==> src/hdl/i2cmts_pkg.sv <==
// ----------------------------------------------------------------------------
// i2cmts_pkg
// Shared types and constants for the i2c master transfer sequencer.
// ----------------------------------------------------------------------------
package i2cmts_pkg;

  // operation codes carried on in_tuser
  localparam logic [1:0] OP_TICK   = 2'd0;
  localparam logic [1:0] OP_READ   = 2'd1;
  localparam logic [1:0] OP_WRITE  = 2'd2;
  localparam logic [1:0] OP_SUPPLY = 2'd3;

  localparam logic [7:0] MSB_MASK = 8'h80;
  localparam logic [3:0] BITS_PER_BYTE = 4'd8;

  // bus phase codes
  typedef enum logic [3:0] {
    PH_IDLE       = 4'd0,
    PH_START      = 4'd1,
    PH_TX_LOW     = 4'd2,
    PH_TX_HIGH    = 4'd3,
    PH_TXACK_LOW  = 4'd4,
    PH_TXACK_HIGH = 4'd5,
    PH_RX_LOW     = 4'd6,
    PH_RX_HIGH    = 4'd7,
    PH_RXACK_LOW  = 4'd8,
    PH_RXACK_HIGH = 4'd9,
    PH_WAIT       = 4'd10,
    PH_STOP_A     = 4'd11,
    PH_STOP_B     = 4'd12,
    PH_STOP_C     = 4'd13
  } phase_t;

  // sequencer state
  typedef struct packed {
    phase_t     phase;
    logic       is_read;
    logic [3:0] bit_cnt;
    logic [7:0] shift;
    logic [7:0] bytes_done;
    logic [7:0] bytes_wanted;
    logic [7:0] pending_byte;
    logic       pending_valid;
    logic       address_ack;
  } seq_state_t;

  // one input word
  typedef struct packed {
    logic [1:0] operation;
    logic [7:0] address;
    logic [7:0] length;
    logic [7:0] data_byte;
    logic       scl_in;
    logic       sda_in;
  } item_t;

  // one result word
  typedef struct packed {
    logic       scl_low;
    logic       sda_low;
    logic [7:0] rx_byte;
    logic       rx_valid;
    logic       need_byte;
    logic       done_res;
    logic [7:0] byte_count;
    logic       addr_acked;
  } result_t;

endpackage

==> src/hdl/i2c_master_transfer_sequencer_unit.sv <==
// ----------------------------------------------------------------------------
// i2c_master_transfer_sequencer_unit
// I2C master that runs one transfer per begin word, at most one bit phase per tick.
// ----------------------------------------------------------------------------
// Each input word (tick, begin read, begin write or supply byte) produces one
// result word holding the SCL/SDA drives for the next phase plus status. The
// block sustains one word per clock while the output is being taken; a word is
// latched in an input register, evaluated by the phase logic and moves into the
// output register once that register is empty or being taken. Input is stalled
// only while both registers are full and the output is not being taken.
module i2c_master_transfer_sequencer_unit (
  input  logic        clk,
  input  logic        rst_n,
  input  logic        in_tvalid,
  output logic        in_tready,
  // address[7:0], length[15:8], data_byte[23:16], scl_in[24], sda_in[25], zero pad
  input  logic [31:0] in_tdata,
  // operation[1:0]
  input  logic [1:0]  in_tuser,
  output logic        out_tvalid,
  input  logic        out_tready,
  // scl_low[0], sda_low[1], rx_byte[9:2], rx_valid[10], need_byte[11],
  // done_res[12], byte_count[20:13], addr_acked[21], zero pad
  output logic [23:0] out_tdata
);

  logic                   in_valid_r;
  i2cmts_pkg::item_t      in_item_r;
  logic                   out_valid_r;
  i2cmts_pkg::result_t    out_res_r;
  i2cmts_pkg::seq_state_t st_r;
  i2cmts_pkg::seq_state_t st_nxt;
  i2cmts_pkg::result_t    res_nxt;
  logic                   adv;
  logic                   in_fire;

  assign adv       = in_valid_r && (!out_valid_r || out_tready);
  assign in_tready = !in_valid_r || adv;
  assign in_fire   = in_tvalid && in_tready;

  // input register
  always_ff @(posedge clk) begin
    if (!rst_n) begin
      in_valid_r <= 1'b0;
    end else if (in_tready) begin
      in_valid_r <= in_tvalid;
    end
  end

  always_ff @(posedge clk) begin
    if (in_fire) begin
      in_item_r.operation <= in_tuser;
      in_item_r.address   <= in_tdata[7:0];
      in_item_r.length    <= in_tdata[15:8];
      in_item_r.data_byte <= in_tdata[23:16];
      in_item_r.scl_in    <= in_tdata[24];
      in_item_r.sda_in    <= in_tdata[25];
    end
  end

  // phase logic
  i2cmts_step u_step (
    .st     (st_r),
    .item   (in_item_r),
    .st_nxt (st_nxt),
    .res    (res_nxt)
  );

  // sequencer state, committed when a word moves to the output
  always_ff @(posedge clk) begin
    if (!rst_n) begin
      st_r <= '{phase: i2cmts_pkg::PH_IDLE, default: '0};
    end else if (adv) begin
      st_r <= st_nxt;
    end
  end

  // output register
  always_ff @(posedge clk) begin
    if (!rst_n) begin
      out_valid_r <= 1'b0;
    end else if (adv) begin
      out_valid_r <= 1'b1;
    end else if (out_tready) begin
      out_valid_r <= 1'b0;
    end
  end

  always_ff @(posedge clk) begin
    if (adv) begin
      out_res_r <= res_nxt;
    end
  end

  assign out_tvalid = out_valid_r;
  assign out_tdata  = {2'b00, out_res_r.addr_acked, out_res_r.byte_count,
                       out_res_r.done_res, out_res_r.need_byte, out_res_r.rx_valid,
                       out_res_r.rx_byte, out_res_r.sda_low, out_res_r.scl_low};

  // a completed stop leaves the sequencer idle
  a_done_idle: assert property (@(posedge clk) disable iff (!rst_n)
    (adv && res_nxt.done_res) |=> (st_r.phase == i2cmts_pkg::PH_IDLE))
    else $error("stop completed but sequencer not idle");

  // input stalls only behind a full, blocked output
  a_stall_cause: assert property (@(posedge clk) disable iff (!rst_n)
    !in_tready |-> (in_valid_r && out_valid_r && !out_tready))
    else $error("input stalled without a blocked output");

  // a pending write byte never survives into a read transfer
  a_pending_write: assert property (@(posedge clk) disable iff (!rst_n)
    st_r.pending_valid |-> !st_r.is_read)
    else $error("pending byte during read transfer");

endmodule

==> src/hdl/i2cmts_step.sv <==
// ----------------------------------------------------------------------------
// i2cmts_step
// Next-state and line-drive logic for one word of the transfer sequencer.
// ----------------------------------------------------------------------------
module i2cmts_step (
  input  i2cmts_pkg::seq_state_t st,
  input  i2cmts_pkg::item_t      item,
  output i2cmts_pkg::seq_state_t st_nxt,
  output i2cmts_pkg::result_t    res
);

  logic       active;
  logic       rx_valid;
  logic [7:0] rx_byte;
  logic       done;
  logic [3:0] cnt_inc;
  logic [7:0] done_inc;
  logic       last_byte;
  logic       all_done;
  logic       all_done_inc;

  assign active   = (st.phase >= i2cmts_pkg::PH_START) && (st.phase <= i2cmts_pkg::PH_STOP_C);
  assign cnt_inc  = st.bit_cnt + 4'd1;
  assign done_inc = st.bytes_done + 8'd1;
  assign all_done     = (st.bytes_done == st.bytes_wanted);
  assign all_done_inc = (done_inc == st.bytes_wanted);

  // state transition
  always_comb begin
    st_nxt   = st;
    rx_valid = 1'b0;
    rx_byte  = 8'd0;
    done     = 1'b0;
    case (item.operation)
      i2cmts_pkg::OP_READ, i2cmts_pkg::OP_WRITE: begin
        if (!active) begin
          st_nxt.is_read       = (item.operation == i2cmts_pkg::OP_READ);
          st_nxt.shift         = item.address;
          st_nxt.bytes_wanted  = item.length;
          st_nxt.bit_cnt       = 4'd0;
          st_nxt.bytes_done    = 8'd0;
          st_nxt.pending_valid = 1'b0;
          st_nxt.address_ack   = 1'b0;
          st_nxt.phase         = i2cmts_pkg::PH_START;
        end
      end
      i2cmts_pkg::OP_SUPPLY: begin
        if (active && !st.is_read) begin
          st_nxt.pending_byte  = item.data_byte;
          st_nxt.pending_valid = 1'b1;
        end
      end
      default: begin
        case (st.phase)
          i2cmts_pkg::PH_START: begin
            st_nxt.bit_cnt = 4'd0;
            st_nxt.phase   = i2cmts_pkg::PH_TX_LOW;
          end
          i2cmts_pkg::PH_TX_LOW: st_nxt.phase = i2cmts_pkg::PH_TX_HIGH;
          i2cmts_pkg::PH_TX_HIGH: begin
            if (item.scl_in) begin
              st_nxt.shift   = {st.shift[6:0], 1'b0};
              st_nxt.bit_cnt = cnt_inc;
              st_nxt.phase   = (cnt_inc >= i2cmts_pkg::BITS_PER_BYTE) ?
                               i2cmts_pkg::PH_TXACK_LOW : i2cmts_pkg::PH_TX_LOW;
            end
          end
          i2cmts_pkg::PH_TXACK_LOW: st_nxt.phase = i2cmts_pkg::PH_TXACK_HIGH;
          i2cmts_pkg::PH_TXACK_HIGH: begin
            if (item.scl_in) begin
              if (item.sda_in) begin
                st_nxt.phase = i2cmts_pkg::PH_STOP_A;
              end else if (!st.address_ack && st.is_read) begin
                // address acked, first read byte
                st_nxt.address_ack = 1'b1;
                if (all_done) begin
                  st_nxt.phase = i2cmts_pkg::PH_STOP_A;
                end else begin
                  st_nxt.shift   = 8'd0;
                  st_nxt.bit_cnt = 4'd0;
                  st_nxt.phase   = i2cmts_pkg::PH_RX_LOW;
                end
              end else begin
                // address or data byte acked on a write
                st_nxt.address_ack = 1'b1;
                if (st.address_ack) begin
                  st_nxt.bytes_done = done_inc;
                end
                if (st.address_ack ? all_done_inc : all_done) begin
                  st_nxt.phase = i2cmts_pkg::PH_STOP_A;
                end else if (st.pending_valid) begin
                  st_nxt.shift         = st.pending_byte;
                  st_nxt.pending_valid = 1'b0;
                  st_nxt.bit_cnt       = 4'd0;
                  st_nxt.phase         = i2cmts_pkg::PH_TX_LOW;
                end else begin
                  st_nxt.phase = i2cmts_pkg::PH_WAIT;
                end
              end
            end
          end
          i2cmts_pkg::PH_WAIT: begin
            if (all_done) begin
              st_nxt.phase = i2cmts_pkg::PH_STOP_A;
            end else if (st.pending_valid) begin
              st_nxt.shift         = st.pending_byte;
              st_nxt.pending_valid = 1'b0;
              st_nxt.bit_cnt       = 4'd0;
              st_nxt.phase         = i2cmts_pkg::PH_TX_LOW;
            end
          end
          i2cmts_pkg::PH_RX_LOW: st_nxt.phase = i2cmts_pkg::PH_RX_HIGH;
          i2cmts_pkg::PH_RX_HIGH: begin
            if (item.scl_in) begin
              st_nxt.shift   = {st.shift[6:0], item.sda_in};
              st_nxt.bit_cnt = cnt_inc;
              st_nxt.phase   = (cnt_inc >= i2cmts_pkg::BITS_PER_BYTE) ?
                               i2cmts_pkg::PH_RXACK_LOW : i2cmts_pkg::PH_RX_LOW;
            end
          end
          i2cmts_pkg::PH_RXACK_LOW: st_nxt.phase = i2cmts_pkg::PH_RXACK_HIGH;
          i2cmts_pkg::PH_RXACK_HIGH: begin
            if (item.scl_in) begin
              rx_valid          = 1'b1;
              rx_byte           = st.shift;
              st_nxt.bytes_done = done_inc;
              if (all_done_inc) begin
                st_nxt.phase = i2cmts_pkg::PH_STOP_A;
              end else begin
                st_nxt.shift   = 8'd0;
                st_nxt.bit_cnt = 4'd0;
                st_nxt.phase   = i2cmts_pkg::PH_RX_LOW;
              end
            end
          end
          i2cmts_pkg::PH_STOP_A: st_nxt.phase = i2cmts_pkg::PH_STOP_B;
          i2cmts_pkg::PH_STOP_B: st_nxt.phase = i2cmts_pkg::PH_STOP_C;
          i2cmts_pkg::PH_STOP_C: begin
            if (item.scl_in) begin
              st_nxt.phase = i2cmts_pkg::PH_IDLE;
              done         = 1'b1;
            end
          end
          default: st_nxt.phase = i2cmts_pkg::PH_IDLE;
        endcase
      end
    endcase
  end

  // ack/nack choice for a received byte, from the updated count
  assign last_byte = ({1'b0, st_nxt.bytes_done} + 9'd1) >= {1'b0, st_nxt.bytes_wanted};

  // line drives for the phase that follows
  always_comb begin
    res            = '0;
    res.rx_byte    = rx_byte;
    res.rx_valid   = rx_valid;
    res.done_res   = done;
    res.byte_count = st_nxt.bytes_done;
    res.addr_acked = st_nxt.address_ack;
    res.need_byte  = (st_nxt.phase == i2cmts_pkg::PH_WAIT) && !st_nxt.pending_valid;
    case (st_nxt.phase)
      i2cmts_pkg::PH_START: res.sda_low = 1'b1;
      i2cmts_pkg::PH_TX_LOW: begin
        res.scl_low = 1'b1;
        res.sda_low = ((st_nxt.shift & i2cmts_pkg::MSB_MASK) == 8'd0);
      end
      i2cmts_pkg::PH_TX_HIGH: res.sda_low = ((st_nxt.shift & i2cmts_pkg::MSB_MASK) == 8'd0);
      i2cmts_pkg::PH_TXACK_LOW, i2cmts_pkg::PH_RX_LOW,
      i2cmts_pkg::PH_WAIT, i2cmts_pkg::PH_STOP_A: res.scl_low = 1'b1;
      i2cmts_pkg::PH_RXACK_LOW: begin
        res.scl_low = 1'b1;
        res.sda_low = !last_byte;
      end
      i2cmts_pkg::PH_RXACK_HIGH: res.sda_low = !last_byte;
      i2cmts_pkg::PH_STOP_B: begin
        res.scl_low = 1'b1;
        res.sda_low = 1'b1;
      end
      i2cmts_pkg::PH_STOP_C: res.sda_low = 1'b1;
      default: begin
        res.scl_low = 1'b0;
        res.sda_low = 1'b0;
      end
    endcase
  end

endmodule
==> config.mk <==
export PLATFORM = sky130hd
export DESIGN_NAME = i2c_master_transfer_sequencer_unit
export DESIGN_NICKNAME = d
export VERILOG_FILES = /design/src/hdl/i2cmts_pkg.sv /design/src/hdl/i2c_master_transfer_sequencer_unit.sv /design/src/hdl/i2cmts_step.sv
export SDC_FILE = /design/constraint.sdc
export NUM_CORES = 1
export LEC_CHECK = 0
export ABC_AREA = 1
export BUFFER_PORTS_ARGS = -buffer_cell sky130_fd_sc_hd__buf_2
export CORE_MARGIN = 8
export CORE_UTILIZATION = 55
export CTS_CLUSTER_DIAMETER = 120
export DETAILED_ROUTE_END_ITERATION = 6
export PLACE_DENSITY = 0.76
export SLEW_MARGIN = 20
export SYNTH_ARGS = -nofsm -noshare
export SYNTH_HDL_FRONTEND = slang
export SYNTH_SLANG_ARGS = --single-unit
export TNS_END_PERCENT = 10
==> constraint.sdc <==
create_clock -name clk -period 3.6 [get_ports clk]
set_input_delay 0.54 -clock clk [delete_from_list [all_inputs] [get_ports clk]]
set_output_delay 0.54 -clock clk [all_outputs]
set_load 0.02 [all_outputs]
==> metrics.md <==
| Metric | Value |
|---|---|
| Lkg Pwr | 0.00276 uW |
| Synth cell types | 53 |
| Global-route wire length before repair | 23000 microns |
| EDFF count, synth | 50 |
| Comb pwr share | 0.220 |
| CP cell instances | nand2_2 -> nor2_8 -> nand2_2 -> nand2_4 -> nand2_4 -> inv_2 -> nor2_1 -> a21oi_4 -> ha_4 -> nand2_1 -> xor2_2 -> ha_1 -> a21oi_2 -> o221ai_1 -> a221o_1 -> nand2_1 -> nand3b_1 -> nor2_2 -> nand2_1 -> nand3_1 |
| CP endpoint | out_tdata[1] |
| Primary FF master, synth | edfxtp_1 |
| Clock Path Buffers | 2 |
| R2r endpoint | out_tdata[1] |
| Fraction of registers with async set/reset | 0 |
| Die W | 115 microns |
| CP arrival | 3.67 ns |
| Fin util | 0.652 |
| Worst setup SP type | flip-flop |
| Dpl cells | 891 |
| Crit Path Max Fanout | 6 |
| HP Class | in2reg |
| Fraction of layout cells with a size suffix above 1 | 0.221 |
| Routed Antenna Nets | 0 |
| Initial Utilization | 0.562 |
| Syn Area/Cell | 7.84 sq um |
| Root buffer cell | clkbuf_8 |
| GR Util All Layers | 0.220 |
| GRT overflow | 0 |
| Non-filler instance count after layout | 916 |
| Die Footprint | 13300 sq um |
| Req. time, crit path | 3.84 ns |
| Largest net degree at the start of global routing | 35 |
| Cell area after synthesis | 5440 sq um |
| Sequential-to-total area share from yosys stat | 0.442 |
| Flop pwr share | 0.504 |
| Chip Height | 115 microns |
| Top-Level Pins | 64 |
| Synth warn | 0 |
| Site Rows | 36 |
| Slew headroom | 0.591 |
| Area Overhead vs Synth | 16.1% |
| Htree depth | 3 |
| Max Cap Violations | 0 |
| Synth top area share | 0.276 |
| Worst R2R Start | st_r[42] |
| Clock Pin Slew Worst Setup and Hold Paths | 0.10 ns |
| Worst setup EP type | flip-flop |
| # hold bufs at CTS | 0 |
| CP startpoint | st_r[42] |
| Final Hold Fails | 0 |
| Setup CP Type | reg2reg |
| Leading area contributor after synthesis | edfxtp_1 |
| Clk_lat worst skew | 0.38 ns |
| Sw Ratio | 0.325 |
| Slowest stage delay, CP | 0.50 ns |
| Cell repeated most along the worst path | nand2_1 |
| Clk sink count | 95 |
| Max VDD drop | 0.325 mV |
| Reg2Reg Depth | 20 |
| Post-DP HPWL | 10800 microns |
| Inserted Diodes | 0 |
| Main area contributors after synthesis | edfxtp_1, dfxtp_1, nand2_1 |
| TritonCTS Buffers | 9 |
| Crit share post-route | 0.951 |
| Final setup viols | 0 |
| TritonRoute pass-1 iters | 5 |
| Clock Skew | 0.0143 ns |
| Core box area | 9680 sq um |
| Worst-margin pin slew | 0.614 ns |
| Fin crit period | 3.42 ns |
| P_int | 1660 uW |
| Outcome | complete, no violations |
| Slew Limit Fails | 0 |
| Count leader, synth | nand2_1 |
| Avg WL per Cell | 15.4 microns |
| Vias in the first global route | 4854 |
| Commonest cells post-synth | nand2_1, inv_1, nor2_1 |
| Layout fillers | 799 |
| Remaining DRCs | 0 |
| Routability cong. | 0.932 |
| Gate Count Post-Synth | 694 |
| Achievable Freq | 292 MHz |
| Sw Pwr | 801 uW |
| Vias | 5016 |
| Net count of the finished layout | 831 |
| PortBufs | 55 |
| Vias per cell | 5.48 |
| Synth Register Bits | 95 |
| Critical-path top delay cell | dfxtp_1 |
| Clk network pwr share | 0.275 |
| Pwr per Cell Area | 390 nW/um^2 |
| Reg2Reg Setup Slack | 0.18 ns |
| Initial antenna violation count | 0 |
| Initial DRC count | 449 |
| CTS tree | built |
| Final wirelength | 14100 microns |
## kinds of logic after synthesis
| kind of cell | after synthesis | synth area share |
|---|---|---|
| buffers and inverters | 123 | 0.0897 |
| other | 1 | 0.000689 |
| AOI/OAI and AO/OA | 159 | 0.171 |
| xor gates and xnor gates | 13 | 0.0223 |
| adders and majority gates | 15 | 0.0345 |
| DFF | 95 | 0.442 |
| and+or+nand+nor | 288 | 0.240 |
## placed cells by master, fill, tap and decap left out, types with 14 or more instances in the layout
cell type	instances
nor2_1	61
nand2_1	144
a21oi_1	56
nand3_1	31
buf_2	55
edfxtp_1	50
dfxtp_1	42
o21ai_0	57
inv_2	14
ha_1	14
inv_1	85
buf_4	39
## area by class of cell
| cell class | count | area [sq um] | share of cell area |
|---|---|---|---|
| clock buffers | 9 | 124 | 0.0196 |
| multi-input cells | 477 | 2600 | 0.412 |
| inverters | 100 | 375 | 0.0594 |
| clock inverters | 7 | 60.1 | 0.00951 |
| well taps | 133 | 166 | 0.0264 |
| flip-flops and latches | 95 | 2410 | 0.381 |
| repair buffers | 95 | 579 | 0.0917 |
## worst max-delay path, delay by kind of cell (launching register included)
family | cells | cell delay [ns]
buffers and inverters | 1 | 0.09
AOI/OAI and AO/OA | 4 | 0.78
DFF | 1 | 0.50
and+or+nand+nor | 12 | 1.23
adders and majority gates | 2 | 0.51
xor gates and xnor gates | 1 | 0.18
## flip-flops by register name, indices dropped and copies added (netlist names)
signal / count
in_item_r: 28
st_r: 43
out_tvalid: 1
out_tdata: 22
in_valid_r: 1
## repair_timing
item / CTS / global route
endpoints found under the setup margin: 1 / 1
pin swaps: 0 / 7
setup buffers: 2 / 7
gates resized for setup: 0 / 15
## layer usage
layer	track usage	vias up	wire length (microns)
met2	0.351	227	6410
met3	0.0422	36	1100
li1	-	2496	-
met5	0	-	0
met4	0.116	0	467
met1	0.278	2257	6160
## worst min-delay path by stage
stage                start             to  slack (ns)  cells past startpoint
5_1_grt        in_tdata[4]  in_item_r[22]        0.31                      1
4_1_cts        in_tdata[4]  in_item_r[22]        0.32                      1
3_5_place_dp       st_r[2]        st_r[2]        0.45                      2
3_3_place_gp       st_r[5]        st_r[5]        0.44                      2
2_1_floorplan      st_r[2]        st_r[2]        0.43                      2
6_report       in_tdata[0]  in_item_r[18]        0.33                      1
## per-stage QoR
step	power [uW]	hold slack (ns)	setup TNS (ns)	instance area (sq um)	setup slack, ns
final	2460	0.329	0	6310	0.176
after global placement	1770	0.444	0	6000	0.0954
after global routing	2590	0.305	-0.0251	6310	-0.0251
after detailed placement	1780	0.449	0	6000	0.0381
after CTS	2450	0.320	0	6200	0.0210
after floorplan	1610	0.429	0	5440	0.382
## power groups by stage
stage	Clock (uW)	Combinational [uW]	Sequential, uW
finish	679	543	1240
global route	739	602	1250
floorplan	0	342	1270
detailed placement	0	515	1270
global placement	0	506	1260
CTS	688	521	1240
Power figures use the tool's default switching activity.
